### src/spin_pkg.sv
// ----------------------------------------------------------------------------
// spin_pkg
// Shared types and constants of the sonar ping intensity normalizer.
// ----------------------------------------------------------------------------
package spin_pkg;

    localparam int DEF_MAX_BEARINGS = 1024;
    localparam int DEF_MAX_RANGES   = 4096;
    localparam int DEF_MAX_STRIDE   = 8192;
    localparam int GAIN_BYTES       = 4;

    localparam int ADDR_W = 5;
    localparam int DATA_W = 32;

    localparam logic [2:0] REG_SAMPLE_WIDTH = 3'd0;
    localparam logic [2:0] REG_GAINS        = 3'd1;
    localparam logic [2:0] REG_COMP         = 3'd2;
    localparam logic [2:0] REG_BEARINGS     = 3'd3;
    localparam logic [2:0] REG_RANGES       = 3'd4;
    localparam logic [2:0] REG_STRIDE       = 3'd5;

    localparam logic [1:0] WCODE_8  = 2'd0;
    localparam logic [1:0] WCODE_16 = 2'd1;
    localparam logic [1:0] WCODE_32 = 2'd2;
    localparam logic [1:0] WCODE_NA = 2'd3;

    localparam logic [31:0] UNITY_NORM = 32'h8000_0000;
    localparam logic [33:0] DIV_16     = 34'd257;
    localparam logic [33:0] DIV_32     = 34'd16843009;

    localparam int NDIV_STEPS  = 63;
    localparam int NSQRT_STEPS = 32;
    localparam int SDIV_STEPS  = 1;
    localparam int STEP_W      = 6;

    typedef struct packed {
        logic [1:0]  sample_width_code;
        logic        gains_present;
        logic        gain_compensation_on;
        logic [10:0] beam_count;
        logic [12:0] bin_count;
        logic [13:0] row_stride;
    } cfg_t;

    typedef struct packed {
        logic              accept;
        logic              ndiv_step;
        logic              nsqrt_step;
        logic              norm_load;
        logic              samp_mul;
        logic              sdiv_step;
        logic              out_load;
        logic [STEP_W-1:0] step;
    } cmd_t;

    typedef struct packed {
        logic start_norm;
        logic start_sample;
        logic out_busy;
    } stat_t;

endpackage

### src/sonar_ping_intensity_normalizer_core.sv
// ----------------------------------------------------------------------------
// sonar_ping_intensity_normalizer_core
// Byte-stream sonar ping normalizer with per-row gain compensation.
// ----------------------------------------------------------------------------
// Input channel: one byte of the ping image region per beat (data_byte), with
// frame_start marking byte 0 of row 0. A beat is taken when in_valid is high
// and in_stall is low. Output channel: one beat per bearing sample carrying
// intensity, row_last and frame_last, taken when out_valid is high and
// out_stall is low.
// Gain bytes, sample bytes other than the last and padding are taken in idle.
// The last byte of a sample starts, in order, a 32x32 multiply, a divide by
// the width constant built from shifts and adds, and the output register load.
// The last gain byte with compensation on starts a 63-step restoring divide
// of 2^62 by the gain and a 32-step square root.
// The output register holds one result; while the receiver stalls it, the
// next sample finishes and waits, holding in_stall high.
// Reset clears counters and output valid; registers return to their
// defaults (width 8 bit, no gains, 256 bearings, 512 ranges, stride 260).
// The user must configure through APB while the block is idle; not enforced.
// ----------------------------------------------------------------------------
module sonar_ping_intensity_normalizer_core
#(
    parameter int MAX_BEARINGS = spin_pkg::DEF_MAX_BEARINGS,
    parameter int MAX_RANGES   = spin_pkg::DEF_MAX_RANGES,
    parameter int MAX_STRIDE   = spin_pkg::DEF_MAX_STRIDE
)
(
    input  logic                        clk,
    input  logic                        rst_n,
    input  logic                        psel,
    input  logic                        penable,
    input  logic                        pwrite,
    input  logic [spin_pkg::ADDR_W-1:0] paddr,
    input  logic [spin_pkg::DATA_W-1:0] pwdata,
    output logic [spin_pkg::DATA_W-1:0] prdata,
    output logic                        pready,
    input  logic                        in_valid,
    output logic                        in_stall,
    input  logic [7:0]                  data_byte,
    input  logic                        frame_start,
    output logic                        out_valid,
    input  logic                        out_stall,
    output logic [7:0]                  intensity,
    output logic                        row_last,
    output logic                        frame_last
);

    spin_pkg::cfg_t  cfg_reg;
    spin_pkg::cmd_t  cmd;
    spin_pkg::stat_t st;
    logic            wr_en;
    logic [2:0]      reg_idx;

    assign pready  = 1'b1;
    assign wr_en   = psel && penable && pwrite;
    assign reg_idx = paddr[4:2];

    always_ff @(posedge clk or negedge rst_n)
    begin
        if (!rst_n)
        begin
            cfg_reg.sample_width_code    <= spin_pkg::WCODE_8;
            cfg_reg.gains_present        <= 1'b0;
            cfg_reg.gain_compensation_on <= 1'b0;
            cfg_reg.beam_count           <= 11'd256;
            cfg_reg.bin_count            <= 13'd512;
            cfg_reg.row_stride           <= 14'd260;
        end
        else if (wr_en)
        begin
            unique case (reg_idx)
                spin_pkg::REG_SAMPLE_WIDTH: cfg_reg.sample_width_code    <= pwdata[1:0];
                spin_pkg::REG_GAINS:        cfg_reg.gains_present        <= pwdata[0];
                spin_pkg::REG_COMP:         cfg_reg.gain_compensation_on <= pwdata[0];
                spin_pkg::REG_BEARINGS:     cfg_reg.beam_count           <= pwdata[10:0];
                spin_pkg::REG_RANGES:       cfg_reg.bin_count            <= pwdata[12:0];
                spin_pkg::REG_STRIDE:       cfg_reg.row_stride           <= pwdata[13:0];
                default:
                begin
                end
            endcase
        end
    end

    always_comb
    begin
        unique case (reg_idx)
            spin_pkg::REG_SAMPLE_WIDTH: prdata = 32'(cfg_reg.sample_width_code);
            spin_pkg::REG_GAINS:        prdata = 32'(cfg_reg.gains_present);
            spin_pkg::REG_COMP:         prdata = 32'(cfg_reg.gain_compensation_on);
            spin_pkg::REG_BEARINGS:     prdata = 32'(cfg_reg.beam_count);
            spin_pkg::REG_RANGES:       prdata = 32'(cfg_reg.bin_count);
            spin_pkg::REG_STRIDE:       prdata = 32'(cfg_reg.row_stride);
            default:                    prdata = '0;
        endcase
    end

    spin_ctrl u_ctrl
    (
        .clk      (clk),
        .rst_n    (rst_n),
        .in_valid (in_valid),
        .in_stall (in_stall),
        .st       (st),
        .cmd      (cmd)
    );

    spin_dp
    #(
        .MAX_BEARINGS (MAX_BEARINGS),
        .MAX_RANGES   (MAX_RANGES),
        .MAX_STRIDE   (MAX_STRIDE)
    )
    u_dp
    (
        .clk         (clk),
        .rst_n       (rst_n),
        .cfg         (cfg_reg),
        .cmd         (cmd),
        .data_byte   (data_byte),
        .frame_start (frame_start),
        .out_stall   (out_stall),
        .st          (st),
        .out_valid   (out_valid),
        .intensity   (intensity),
        .row_last    (row_last),
        .frame_last  (frame_last)
    );

endmodule

### src/spin_ctrl.sv
// ----------------------------------------------------------------------------
// spin_ctrl
// Sequencer: byte intake, row norm iterations, sample scaling and output load.
// ----------------------------------------------------------------------------
module spin_ctrl
(
    input  logic            clk,
    input  logic            rst_n,
    input  logic            in_valid,
    output logic            in_stall,
    input  spin_pkg::stat_t st,
    output spin_pkg::cmd_t  cmd
);

    typedef enum logic [2:0] {
        S_IDLE,
        S_NDIV,
        S_NSQRT,
        S_NDONE,
        S_SMUL,
        S_SDIV,
        S_SOUT
    } state_t;

    state_t                      state_reg;
    state_t                      state_next;
    logic [spin_pkg::STEP_W-1:0] step_reg;
    logic [spin_pkg::STEP_W-1:0] step_next;

    assign in_stall = (state_reg != S_IDLE);

    always_comb
    begin
        cmd            = '0;
        cmd.step       = step_reg;
        cmd.accept     = in_valid && (state_reg == S_IDLE);
        cmd.ndiv_step  = (state_reg == S_NDIV);
        cmd.nsqrt_step = (state_reg == S_NSQRT);
        cmd.norm_load  = (state_reg == S_NDONE);
        cmd.samp_mul   = (state_reg == S_SMUL);
        cmd.sdiv_step  = (state_reg == S_SDIV);
        cmd.out_load   = (state_reg == S_SOUT) && !st.out_busy;
    end

    always_comb
    begin
        state_next = state_reg;
        step_next  = step_reg + 1'b1;
        unique case (state_reg)
            S_IDLE:
            begin
                step_next = '0;
                if (cmd.accept && st.start_norm)
                begin
                    state_next = S_NDIV;
                end
                else if (cmd.accept && st.start_sample)
                begin
                    state_next = S_SMUL;
                end
            end
            S_NDIV:
            begin
                if (step_reg == spin_pkg::STEP_W'(spin_pkg::NDIV_STEPS - 1))
                begin
                    state_next = S_NSQRT;
                    step_next  = '0;
                end
            end
            S_NSQRT:
            begin
                if (step_reg == spin_pkg::STEP_W'(spin_pkg::NSQRT_STEPS - 1))
                begin
                    state_next = S_NDONE;
                end
            end
            S_NDONE:
            begin
                state_next = S_IDLE;
            end
            S_SMUL:
            begin
                state_next = S_SDIV;
                step_next  = '0;
            end
            S_SDIV:
            begin
                if (step_reg == spin_pkg::STEP_W'(spin_pkg::SDIV_STEPS - 1))
                begin
                    state_next = S_SOUT;
                end
            end
            S_SOUT:
            begin
                if (!st.out_busy)
                begin
                    state_next = S_IDLE;
                end
            end
            default:
            begin
                state_next = S_IDLE;
            end
        endcase
    end

    always_ff @(posedge clk or negedge rst_n)
    begin
        if (!rst_n)
        begin
            state_reg <= S_IDLE;
            step_reg  <= '0;
        end
        else
        begin
            state_reg <= state_next;
            step_reg  <= step_next;
        end
    end

    a_norm_start: assert property (@(posedge clk) disable iff (!rst_n)
        cmd.accept && st.start_norm |=> state_reg == S_NDIV)
        else $error("norm computation did not start");

    a_out_leave: assert property (@(posedge clk) disable iff (!rst_n)
        state_reg == S_SOUT && !st.out_busy |=> state_reg == S_IDLE)
        else $error("result not handed to output register");

    a_ndiv_bound: assert property (@(posedge clk) disable iff (!rst_n)
        state_reg == S_NDIV |-> step_reg < spin_pkg::STEP_W'(spin_pkg::NDIV_STEPS))
        else $error("divide step overrun");

    a_one_start: assert property (@(posedge clk) disable iff (!rst_n)
        !(st.start_norm && st.start_sample))
        else $error("gain byte and sample byte at once");

endmodule

### src/spin_dp.sv
// ----------------------------------------------------------------------------
// spin_dp
// Datapath: row/byte counters, gain and sample assembly, iterative divide and
// square root for the row norm, sample scaling and the output register.
// ----------------------------------------------------------------------------
module spin_dp
#(
    parameter int MAX_BEARINGS = spin_pkg::DEF_MAX_BEARINGS,
    parameter int MAX_RANGES   = spin_pkg::DEF_MAX_RANGES,
    parameter int MAX_STRIDE   = spin_pkg::DEF_MAX_STRIDE
)
(
    input  logic            clk,
    input  logic            rst_n,
    input  spin_pkg::cfg_t  cfg,
    input  spin_pkg::cmd_t  cmd,
    input  logic [7:0]      data_byte,
    input  logic            frame_start,
    input  logic            out_stall,
    output spin_pkg::stat_t st,
    output logic            out_valid,
    output logic [7:0]      intensity,
    output logic            row_last,
    output logic            frame_last
);

    localparam int SW_W  = $clog2(MAX_STRIDE + 1);
    localparam int LEN_W = (SW_W > 14) ? SW_W : 14;

    logic [LEN_W-1:0] byte_in_row_reg;
    logic [12:0]      row_index_reg;
    logic [31:0]      gain_reg;
    logic [31:0]      norm_reg;
    logic [31:0]      acc_reg;
    logic             row_last_reg;
    logic             frame_last_reg;
    logic [32:0]      rem_reg;
    logic [62:0]      quo_reg;
    logic [62:0]      root_reg;
    logic [62:0]      bit_reg;
    logic [7:0]       squo_reg;
    logic             out_valid_reg;
    logic [7:0]       intensity_reg;
    logic             row_last_out_reg;
    logic             frame_last_out_reg;

    logic [1:0]       sb_shift;
    logic [1:0]       kmax;
    logic [2:0]       hdr;
    logic [10:0]      bc;
    logic [12:0]      rc;
    logic [LEN_W-1:0] content;
    logic [LEN_W-1:0] stride_c;
    logic [LEN_W-1:0] stride;
    logic [LEN_W-1:0] pos;
    logic [LEN_W-1:0] off;
    logic [12:0]      row0;
    logic [12:0]      row;
    logic [1:0]       k;
    logic             is_hdr;
    logic             is_samp;
    logic             samp_done;
    logic             row_last_n;
    logic             frame_last_n;
    logic [31:0]      acc_next;
    logic [32:0]      ntrial;
    logic [63:0]      sq_sum;
    logic [63:0]      prod;
    logic [39:0]      q16_scaled;
    logic [39:0]      q255;
    logic [71:0]      q32_scaled;
    logic [7:0]       squo_next;

    always_comb
    begin
        unique case (cfg.sample_width_code)
            spin_pkg::WCODE_16:
            begin
                sb_shift = 2'd1;
                kmax     = 2'd1;
            end
            spin_pkg::WCODE_32:
            begin
                sb_shift = 2'd2;
                kmax     = 2'd3;
            end
            default:
            begin
                sb_shift = 2'd0;
                kmax     = 2'd0;
            end
        endcase
    end

    assign hdr = cfg.gains_present ? 3'(spin_pkg::GAIN_BYTES) : 3'd0;
    assign bc  = (cfg.beam_count == '0) ? 11'd1 :
                 (32'(cfg.beam_count) > MAX_BEARINGS) ? 11'(MAX_BEARINGS) :
                 cfg.beam_count;
    assign rc  = (cfg.bin_count == '0) ? 13'd1 :
                 (32'(cfg.bin_count) > MAX_RANGES) ? 13'(MAX_RANGES) :
                 cfg.bin_count;
    assign content  = LEN_W'(hdr) + (LEN_W'(bc) << sb_shift);
    assign stride_c = (cfg.row_stride == '0) ? LEN_W'(1) :
                      (32'(cfg.row_stride) > MAX_STRIDE) ? LEN_W'(MAX_STRIDE) :
                      LEN_W'(cfg.row_stride);
    assign stride   = (stride_c < content) ? content : stride_c;

    assign pos     = frame_start ? '0 : byte_in_row_reg;
    assign row0    = frame_start ? '0 : row_index_reg;
    assign row     = (row0 >= rc) ? '0 : row0;
    assign is_hdr  = pos < LEN_W'(hdr);
    assign off     = pos - LEN_W'(hdr);
    assign k       = off[1:0] & kmax;
    assign is_samp = !is_hdr && (pos < content);
    assign samp_done    = is_samp && (k == kmax);
    assign row_last_n   = (pos == content - 1'b1);
    assign frame_last_n = row_last_n && (row == rc - 1'b1);

    assign st.start_norm   = cmd.accept && is_hdr && cfg.gain_compensation_on
                             && (pos == LEN_W'(spin_pkg::GAIN_BYTES - 1));
    assign st.start_sample = cmd.accept && samp_done;
    assign st.out_busy     = out_valid_reg && out_stall;

    always_comb
    begin
        acc_next = (k == 2'd0) ? 32'd0 : acc_reg;
        acc_next[{k, 3'b000} +: 8] = data_byte;
    end

    assign ntrial = {rem_reg[31:0], (cmd.step == '0)};
    assign sq_sum = {1'b0, root_reg} + {1'b0, bit_reg};
    assign prod   = acc_reg * norm_reg;

    // q / 257 for q below 2^16: (q * 65281) >> 24
    assign q16_scaled = {8'd0, rem_reg[15:0], 16'd0} - {16'd0, rem_reg[15:0], 8'd0}
                        + {24'd0, rem_reg[15:0]};
    // q / 16843009 for q below 2^32: (q * (255 * 2^32 + 256)) >> 64
    assign q255       = {rem_reg[31:0], 8'd0} - {8'd0, rem_reg[31:0]};
    assign q32_scaled = {q255, 32'd0} + {32'd0, rem_reg[31:0], 8'd0};

    always_comb
    begin
        unique case (cfg.sample_width_code)
            spin_pkg::WCODE_16: squo_next = q16_scaled[31:24];
            spin_pkg::WCODE_32: squo_next = q32_scaled[71:64];
            default:            squo_next = rem_reg[7:0];
        endcase
    end

    always_ff @(posedge clk or negedge rst_n)
    begin
        if (!rst_n)
        begin
            byte_in_row_reg <= '0;
            row_index_reg   <= '0;
            gain_reg        <= '0;
            norm_reg        <= spin_pkg::UNITY_NORM;
            acc_reg         <= '0;
            out_valid_reg   <= 1'b0;
        end
        else
        begin
            if (cmd.accept)
            begin
                if ({1'b0, pos} + 1'b1 >= {1'b0, stride})
                begin
                    byte_in_row_reg <= '0;
                    row_index_reg   <= (row + 1'b1 >= rc) ? '0 : row + 1'b1;
                end
                else
                begin
                    byte_in_row_reg <= pos + 1'b1;
                    row_index_reg   <= row;
                end
                if (pos == '0)
                begin
                    norm_reg <= spin_pkg::UNITY_NORM;
                end
                if (is_hdr)
                begin
                    gain_reg[{pos[1:0], 3'b000} +: 8] <= data_byte;
                end
                if (is_samp)
                begin
                    acc_reg <= acc_next;
                end
            end
            if (cmd.norm_load)
            begin
                norm_reg <= (gain_reg == '0) ? spin_pkg::UNITY_NORM :
                            (root_reg > 63'(spin_pkg::UNITY_NORM)) ? spin_pkg::UNITY_NORM :
                            root_reg[31:0];
            end
            if (cmd.out_load)
            begin
                out_valid_reg <= 1'b1;
            end
            else if (out_valid_reg && !out_stall)
            begin
                out_valid_reg <= 1'b0;
            end
        end
    end

    always_ff @(posedge clk)
    begin
        if (cmd.accept && samp_done)
        begin
            row_last_reg   <= row_last_n;
            frame_last_reg <= frame_last_n;
        end
        if (st.start_norm)
        begin
            rem_reg  <= '0;
            quo_reg  <= '0;
            root_reg <= '0;
            bit_reg  <= 63'(1) << 62;
        end
        if (cmd.ndiv_step)
        begin
            if (ntrial >= {1'b0, gain_reg})
            begin
                rem_reg <= ntrial - {1'b0, gain_reg};
                quo_reg <= {quo_reg[61:0], 1'b1};
            end
            else
            begin
                rem_reg <= ntrial;
                quo_reg <= {quo_reg[61:0], 1'b0};
            end
        end
        if (cmd.nsqrt_step)
        begin
            if ({1'b0, quo_reg} >= sq_sum)
            begin
                quo_reg  <= 63'({1'b0, quo_reg} - sq_sum);
                root_reg <= (root_reg >> 1) + bit_reg;
            end
            else
            begin
                root_reg <= root_reg >> 1;
            end
            bit_reg <= bit_reg >> 2;
        end
        if (cmd.samp_mul)
        begin
            rem_reg  <= {1'b0, prod[62:31]};
            squo_reg <= '0;
        end
        if (cmd.sdiv_step)
        begin
            squo_reg <= squo_next;
        end
        if (cmd.out_load)
        begin
            intensity_reg      <= (cfg.sample_width_code == spin_pkg::WCODE_NA) ? 8'd0 :
                                  squo_reg;
            row_last_out_reg   <= row_last_reg;
            frame_last_out_reg <= frame_last_reg;
        end
    end

    assign out_valid  = out_valid_reg;
    assign intensity  = intensity_reg;
    assign row_last   = row_last_out_reg;
    assign frame_last = frame_last_out_reg;

endmodule

### config.mk
export PLATFORM = sky130hd
export DESIGN_NAME = sonar_ping_intensity_normalizer_core
export DESIGN_NICKNAME = d
export VERILOG_FILES = /design/src/spin_pkg.sv /design/src/sonar_ping_intensity_normalizer_core.sv /design/src/spin_ctrl.sv /design/src/spin_dp.sv
export SDC_FILE = /design/constraint.sdc
export NUM_CORES = 2
export LEC_CHECK = 0
export ABC_CLOCK_PERIOD_IN_PS = 9100
export BUFFER_PORTS_ARGS = -buffer_cell sky130_fd_sc_hd__buf_2
export CORE_MARGIN = 2
export CORE_UTILIZATION = 26
export DETAILED_ROUTE_END_ITERATION = 12
export PLACE_DENSITY_LB_ADDON = 0.12
export SLEW_MARGIN = 20
export SYNTH_ARGS = -nofsm -noshare
export SYNTH_HDL_FRONTEND = slang
export SYNTH_SLANG_ARGS = --single-unit
### constraint.sdc
create_clock -name clk -period 9.1 [get_ports clk]
set_input_delay 1.365 -clock clk [delete_from_list [all_inputs] [get_ports clk]]
set_output_delay 1.365 -clock clk [all_outputs]
set_load 0.01 [all_outputs]
==> out/qor.csv <==
metric,value,unit
outcome,"complete, no violations",
critPathRequiredTime,9.45,ns
drc,0,
clockRootBuffer,clkbuf_16,
drt_wl_total,217200,um
ant_nets,0,
synthTopCellsByArea,"fa_1 (27%), ha_1 (10%), edfxtp_1 (6.7%)",
async_flop_share,45.45,%
hpwl,174000,um
cap_viol_max_count,0,
holdWs,0.4329,ns
grtUsageTotal,17.09,%
crit_slowest_cell,fa_1,
end_kind,flip-flop,
placed_area,0.07009,mm2
max_freq,115.5,MHz
die_w,504.9,um
io_pins,98,
total_power,15.34,mW
dp_slack,0.007371,ns
globalRoute.busiestLayer,met2,
fp.dieH,504.9,um
fin_crit,8.660,ns
n_fill_cell,26820,
fp.coreArea,0.2491,mm2
worst_pin_slew,1.120,ns
critPathKind,reg -> reg,
slew-limit-headroom,25.35,%
holdCritStartpoint,u_dp.frame_last_reg,
p_clk_share,15.6,%
layout.nets,8868,
hold_viol,0,
synthFlopType,dfrtp_1,
ys.warnings.count,0,
io_buffers,58,
first_global_vias,54680,
avgSynthCellArea,8.716,um2
multi_input_area,0.04955,mm2
overflow,0,
grt_util_met3,1.071,%
final.setup.tns,0,ns
dp_cells,10650,
stdcell_count,10760,
power_density,212.6,mW/mm2
vias,51330,
clk_path_buf_depth,3,
vdd_drop_max,0.1693,mV
p_int,7.448,mW
finalInstanceArea,0.07215,mm2
drive_above_1_share,6.195,%
p_sw_share,51.43,%
drv_slew,0,
synth_edf_count,146,
leakagePower,32.78,nW
vias_per_cell,4.771,
postCtsSetupBuffers,0,
yosys_register_bits,385,
crit_fanout,32,
wl_per_cell,20.18,um
setup_viol,0,
setup_ws,0.4398,ns
cp_common_cell,fa_1,
synth.distinct_cells,94,
synth.top_cell.area_share,27.50,%
cts_hold_buf,0,
placementRows,183,
place_congestion,0.8394,
tritoncts,yes,
area_growth,10.59,%
cts_buffers,58,
seqCellArea,0.01006,mm2
p_comb_share,64.1,%
critPathTopFamily,adder cells,
p_seq_share,20.3,%
synth.yosys.seq_area_share,15.41,%
clk-insertion-delay-late,0.71,ns
use_met2,29.62,%
cp.buffers_inverters,7,
finalCritPeriodShare,95.17,%
grt.met1_usage,23.62,%
start_util,26.19,%
switching_power,7.888,mW
die_area,0.2549,mm2
initialDrtViolationCount,2708,
hp-class,reg -> reg,
skew,0.08212,ns
critPathLaunch,u_dp.norm_reg[16],
rr_startpoint,u_dp.norm_reg[16],
synth_top_area_cell,fa_1,
grt_max_degree,127,
fin_util,28.96,%
rsz0062_at_grt,false,
dr.pass1.iters,5,
clk_pin_slew_worst_paths,0.06,ns
cts_sinks,385,
worstPathArrival,9.01,ns
grt_pass1_wl,341400,um
h-tree-depth,2,
syn_inst,7485,
critPathMaxStageDelay,0.57,ns
start_kind,flip-flop,
syn_area,0.06524,mm2
antenna_found_initial,11,
cells in the final DEF, fill, tap and decap left out, drive strengths merged, types with 55 or more instances in the layout:
cell type  netlist  routed
nor4            55      55
mux2i           71      71
inv           1114    1118
a21oi          305     305
and3           128     128
edfxtp         146     146
nand2          851     851
nand3           86      86
dfrtp          170     170
ha             544     544
a21o           115     115
dfxtp           64      64
nand4           62      62
nor2           303     303
buf             42     228
fa             896     896
a211oi         115     115
clkbuf         374      74
and2           616     616
nor3            91      91
nor2b           96      96
xor2           141     141
a31oi           85      85
o21ai          244     244
xnor2          192     192
metal layers:
layer  up-vias  part of all wire, %
li1      24240                    -
met2       743                   49
met4         0                  1.6
met5         -                    0
met1     26180                   47
met3       166                  2.5
logic make-up (layout without fill, tap and decap cells):
group,after synthesis,after routing,synth area share (%)
buffers and inverters,1531,1454,8.937
muxes,121,121,1.958
other,2,23,0.01151
AOI/OAI and AO/OA,1237,1237,12.41
and+or+nand+nor,2436,2436,18.85
adders and majority gates,1440,1440,37.93
xor gates and xnor gates,333,333,4.499
DFF,385,385,15.41
synth_stat cells, drive strengths merged (19+ instances only):
| cell type | n |
|---|---|
| a211oi | 115 |
| a21o | 115 |
| a21oi | 305 |
| a22o | 40 |
| a31oi | 85 |
| and2 | 616 |
| and3 | 128 |
| buf | 42 |
| clkbuf | 374 |
| dfrtp | 170 |
| dfxtp | 64 |
| edfxtp | 146 |
| fa | 896 |
| ha | 544 |
| inv | 1114 |
| mux2 | 50 |
| mux2i | 71 |
| nand2 | 851 |
| nand2b | 37 |
| nand3 | 86 |
| nand4 | 62 |
| nor2 | 303 |
| nor2b | 96 |
| nor3 | 91 |
| nor3b | 24 |
| nor4 | 55 |
| o211ai | 19 |
| o21a | 39 |
| o21ai | 244 |
| o21bai | 50 |
| o22ai | 40 |
| xnor2 | 192 |
| xor2 | 141 |
final cells by class:
class | count | area share, %
tap | 3330 | 5.775
clock buffer | 73 | 2.248
inverter | 1115 | 5.801
timing repair buffer | 229 | 3.009
clock inverter | 37 | 0.5289
multi-input combinational | 5586 | 68.68
sequential | 385 | 13.94
antenna | 4 | 0.01387
path summary, 6_finish.rpt:
kind                                    endpoint  slack [ns]  cells past startpoint
worst max-delay path            u_dp.rem_reg[28]        0.44                     29
worst min-delay path             u_dp.frame_last        0.43                      0
worst max register to register  u_dp.rem_reg[28]        0.44                     29
worst min register to register   u_dp.frame_last        0.43                      0
max in group asynchronous       u_dp.norm_reg[3]        6.97                      2
min in group asynchronous             cfg_reg[5]        0.69                      1
timing repair:
item,CTS,global route
hold endpoints to repair,0,0
gates resized for setup,4,11
setup endpoints to repair,4,11
pin swaps,0,2
power groups by stage:
stage | registers (mW) | logic, mW | clock network (mW)
final | 3.11 | 9.82 | 2.40
after global routing | 3.19 | 10.9 | 2.55
after CTS | 3.12 | 9.86 | 2.49
after detailed placement | 3.15 | 9.78 | 0
after global placement | 3.15 | 9.84 | 0
after floorplan | 2.73 | 7.09 | 0
Power figures use the tool's default switching activity.
